File: src/hw/rtl/avmpq_pkg.sv
// Shared types, constants and ordering helpers for the magnitude-ordered priority queue.
package avmpq_pkg;

  // Width of one stored value and default number of cells
  localparam int unsigned DataW        = 32;
  localparam int unsigned DefaultDepth = 64;
  // Ordering key: magnitude with one tie-break bit below it
  localparam int unsigned KeyW         = DataW + 1;

  typedef logic signed [DataW-1:0] data_t;
  typedef logic [KeyW-1:0]         key_t;

  // Operation broadcast to every cell in a cycle
  typedef struct packed {
    logic  ins;   // insert new_val at its sorted position
    logic  pop;   // shift everything one cell toward the head
    data_t new_val;
  } cell_ctl_t;

  // Magnitude in the upper bits; on equal magnitude the negative value ranks first.
  // The most negative pattern gets magnitude 2^31, which still fits unsigned.
  function automatic key_t order_key(input data_t v);
    logic [DataW-1:0] mag;
    begin
      mag = v[DataW-1] ? (~v + 1'b1) : v;
      return {mag, ~v[DataW-1]};
    end
  endfunction

endpackage

File: src/hw/rtl/avmpq_cell.sv
// One cell of the sorted shift array: holds an entry and moves it toward its neighbors.
module avmpq_cell (
  input  logic                  clk,
  input  avmpq_pkg::cell_ctl_t  ctl,
  input  logic                  vacant,      // no entry stored here
  input  logic                  left_goes,   // new value belongs at or before the left cell
  input  avmpq_pkg::data_t      left_val,
  input  avmpq_pkg::data_t      right_val,
  output logic                  goes_here,   // new value ranks before this cell's entry
  output avmpq_pkg::data_t      val_r
);
  import avmpq_pkg::*;

  data_t val_nxt;

  // New value ranks before this entry; an empty cell always accepts
  assign goes_here = vacant || (order_key(ctl.new_val) < order_key(val_r));

  // Pop shifts toward the head; insert shifts toward the tail from the insert point
  always_comb begin
    val_nxt = val_r;
    if (ctl.pop) begin
      val_nxt = right_val;
    end else if (ctl.ins) begin
      if (left_goes) begin
        val_nxt = left_val;
      end else if (goes_here) begin
        val_nxt = ctl.new_val;
      end
    end
  end

  always_ff @(posedge clk) begin
    val_r <= val_nxt;
  end

endmodule

File: config.mk
export PLATFORM = sky130hd
export DESIGN_NAME = avmpq_cell
export DESIGN_NICKNAME = d
export VERILOG_FILES = /design/src/hw/rtl/avmpq_pkg.sv /design/src/hw/rtl/avmpq_cell.sv
export SDC_FILE = /design/constraint.sdc
export NUM_CORES = 1
export LEC_CHECK = 0
export BUFFER_PORTS_ARGS = -buffer_cell sky130_fd_sc_hd__buf_2
export CAP_MARGIN = 20
export CORE_MARGIN = 4
export CORE_UTILIZATION = 46
export DETAILED_ROUTE_END_ITERATION = 10
export GPL_ROUTABILITY_DRIVEN = 0
export GPL_TIMING_DRIVEN = 0
export PLACE_DENSITY_LB_ADDON = 0.1
export SLEW_MARGIN = 15
export SYNTH_ARGS = -nofsm -noshare
export SYNTH_HDL_FRONTEND = slang
export SYNTH_SLANG_ARGS = --single-unit
export TNS_END_PERCENT = 20
File: constraint.sdc
create_clock -name clk -period 5.47 [get_ports clk]
set_clock_uncertainty 0.05 [all_clocks]
set_input_delay 1.094 -clock clk [delete_from_list [all_inputs] [get_ports clk]]
set_output_delay 1.094 -clock clk [all_outputs]
set_load 0.02 [all_outputs]
==> results.sh <==
export IMPL_status="complete, but fails checks"
export IMPL_violations="setup timing"
export IMPL_largest_reg_flops=32
export IMPL_postLayoutCoreUtil_pct=60.46
export IMPL_nNetsFinal=677
export IMPL_num_antenna_cells=0
export IMPL_tightest_slew_ps=764.9
export IMPL_yosysSeqAreaShare_pct=27.09
export IMPL_cts_tree="yes"
export IMPL_antenna_found_initial=0
export IMPL_switching_share_pct=39.52
export IMPL_synth_top_area_share_pct=27.09
export IMPL_layout_drive_gt1_share_pct=28.15
export IMPL_pwr_share_seq_pct=35.2
export IMPL_placed_cells=632
export IMPL_routedWlPerCell_microns=16.77
export IMPL_hold_viol_final=0
export IMPL_portBuffers=132
export IMPL_slew_viol_final=0
export IMPL_top_regs="val_r: 32 flops"
export IMPL_cp_end_kind="output port"
export IMPL_cts_sinks=32
export IMPL_synth_edf_count=32
export IMPL_ant_nets=0
export IMPL_ff_latch_area_sq_um=960.9
export IMPL_drt_vias_per_instance=5.606
export IMPL_die_h_microns=95.82
export IMPL_clkTransAtPathRegs_ps=70
export IMPL_fin_cells=639
export IMPL_wirelength_microns=10720
export IMPL_regMostFlops="val_r"
export IMPL_power_switching_mw=0.3839
export IMPL_power_total_mw=0.9715
export IMPL_start_util_pct=48.13
export IMPL_dp_hpwl_microns=8458
export IMPL_rows=31
export IMPL_synth_commonest_cells="nand2_1 (54), o21ai_0 (46), ha_1 (34), xnor2_1 (34), mux2i_1 (33)"
export IMPL_p_leak_nw=1.957
export IMPL_synth_ff_type="edfxtp_1"
export IMPL_syn_mean_instance_area_sq_um=8.846
export IMPL_postSynthCellCount=401
export IMPL_post_route_drc_count=0
export IMPL_netlist_top_cells_area="edfxtp_1 (27%), ha_1 (12%), mux2i_1 (9.3%)"
export IMPL_max_cap_violations=0
export IMPL_multiInputGateArea_sq_um=2541
export IMPL_syn_area_sq_um=3547
export IMPL_cts_root_buf="clkbuf_8"
export IMPL_yosys_warnings=0
export IMPL_cts_buffers=5
export IMPL_dieArea_sq_um=9181
export IMPL_synth_seq_cells=32
export IMPL_setup_viol=1
export IMPL_grt_overflow=0
export IMPL_clk_path_buf_depth=2
export IMPL_area_growth_pct=25.61
export IMPL_grt_max_degree=33
export IMPL_grt_pass1_wl_microns=16330
export IMPL_synth_net_count=536
export IMPL_critPathKind="in -> out"
export IMPL_fmax_mhz=163.5
export IMPL_yosysMostFrequentCell="nand2_1"
export IMPL_dr_pass1_iters=5
export IMPL_die_x_microns=95.82
export IMPL_ir_drop_uv=112.4
export IMPL_p_per_area_nw_per_um2=218.0
export IMPL_required_ps=4330
export IMPL_cp_max_fo=5
export IMPL_max_slew_margin_rel_pct=48.54
export IMPL_pwr_share_comb_pct=47.3
export IMPL_ctsHoldBuffers=0
export IMPL_synthArstFlopShare_pct=0
export IMPL_yosys_area_top_type="edfxtp_1"
export IMPL_ios=134
export IMPL_p_int_mw=0.5876
export IMPL_insertion_delay_ps=290
export IMPL_grt_pass1_vias=3505
export IMPL_clkPwrFrac_pct=17.5
export IMPL_drtIter0Drc=252
export IMPL_arrival_ps=4970
export IMPL_dr_total_vias=3582
export IMPL_fin_crit_ps=6115
export IMPL_cts_htree_levels=2
export IMPL_hold_path_class="in -> reg"
export IMPL_synth_cell_types=36
export IMPL_fin_crit_sh_pct=111.8
export IMPL_start_kind="input port"
export IMPL_grtUsageTotal_pct=22.75
export IMPL_setup_slack_ps=-645.0
export IMPL_rsz0062_at_grt="yes"
export IMPL_fill_cells=691
export IMPL_core_sq_um=7370
## worst max-delay path, cell delays in order
cell	delay [ps]
buf_2	120
or4_4	540
or3_4	370
or3_4	420
or4_4	490
o41ai_4	250
xnor2_1	160
ha_1	270
a21o_1	160
nand3_1	80
a21oi_1	80
a2111oi_2	380
and4_1	320
or2_4	140
buf_6	100
## final timing paths
kind | from | endpoint | slack, ps | cells past startpoint
setup reg to reg | val_r[3] | val_r[29] | 580 | 12
setup / recovery | ctl[11] | goes_here | -650 | 15
hold / removal | right_val[30] | val_r[30] | 1030 | 3
hold reg to reg | val_r[30] | val_r[30] | 1620 | 6
## per-stage QoR
stage / setup WS [ps] / hold WS [ps] / instance area (sq um) / TNS [ps]
after floorplan: -107.6 / 1231 / 3557 / -107.6
after global placement: -620.5 / 1322 / 4342 / -11600
after detailed placement: -729.5 / 1329 / 4342 / -15430
after CTS: -603.1 / 1033 / 4423 / -2720
after global routing: -747.3 / 1031 / 4456 / -747.3
final: -645.0 / 1031 / 4456 / -645.0
## cells in the final DEF, fill, tap and decap left out, types with 2 or more instances in the layout
cell / count
nor3_1: 8
o21ai_1: 4
ha_1: 34
or3_4: 2
buf_1: 3
o31ai_1: 19
o22a_4: 2
clkbuf_8: 5
mux2i_1: 33
o31ai_2: 3
xnor2_1: 34
edfxtp_1: 32
nor2_1: 12
o41ai_1: 4
or4_4: 3
buf_2: 131
nand2_1: 54
a21oi_1: 15
xor2_1: 24
o21ai_0: 46
clkbuf_1: 14
or3_1: 10
a21o_1: 4
nand4_1: 10
nand3_1: 11
inv_1: 6
or4_1: 3
## cells by family after synthesis
kind of cell    count (synthesis)  synth area share, %
flops                          32                27.09
mux                            33                9.312
compound gates                102                18.24
buf+inv                        23                2.434
fa+ha+maj                      34                11.99
xor+xnor                       58                14.32
simple gates                  119                16.61
## layer usage
| layer | wire, microns | up-vias | track usage, % |
|---|---|---|---|
| met4 | 133 | 0 | 6.043 |
| met3 | 657 | 11 | 3.987 |
| met2 | 5158 | 108 | 38.80 |
| met1 | 4767 | 1677 | 29.60 |
| li1 | - | 1786 | - |
| met5 | 0 | - | 0 |
## cell type report
class                   count  share of cell area, %
repair buffers            133                  15.14
inverters                   6                 0.5055
flip-flops and latches     32                  21.57
clock buffers               5                  1.545
well taps                  99                  2.780
plain buffers              17                  1.432
multi-input cells         347                  57.03
## power groups by stage
stage | Sequential (mW) | Clock [mW] | Combinational [mW]
floorplan | 0.376 | 0 | 0.258
global placement | 0.347 | 0 | 0.428
detailed placement | 0.347 | 0 | 0.438
CTS | 0.342 | 0.173 | 0.446
global route | 0.347 | 0.185 | 0.512
finish | 0.342 | 0.170 | 0.460
## timing repair
action                                  in CTS  in global routing
buffers inserted                             0                  1
gates cloned                                 0                  1
gates resized for setup                      4                  2
pin swaps                                    1                  1
endpoints found under the setup margin      33                 33
Power figures use the tool's default switching activity.
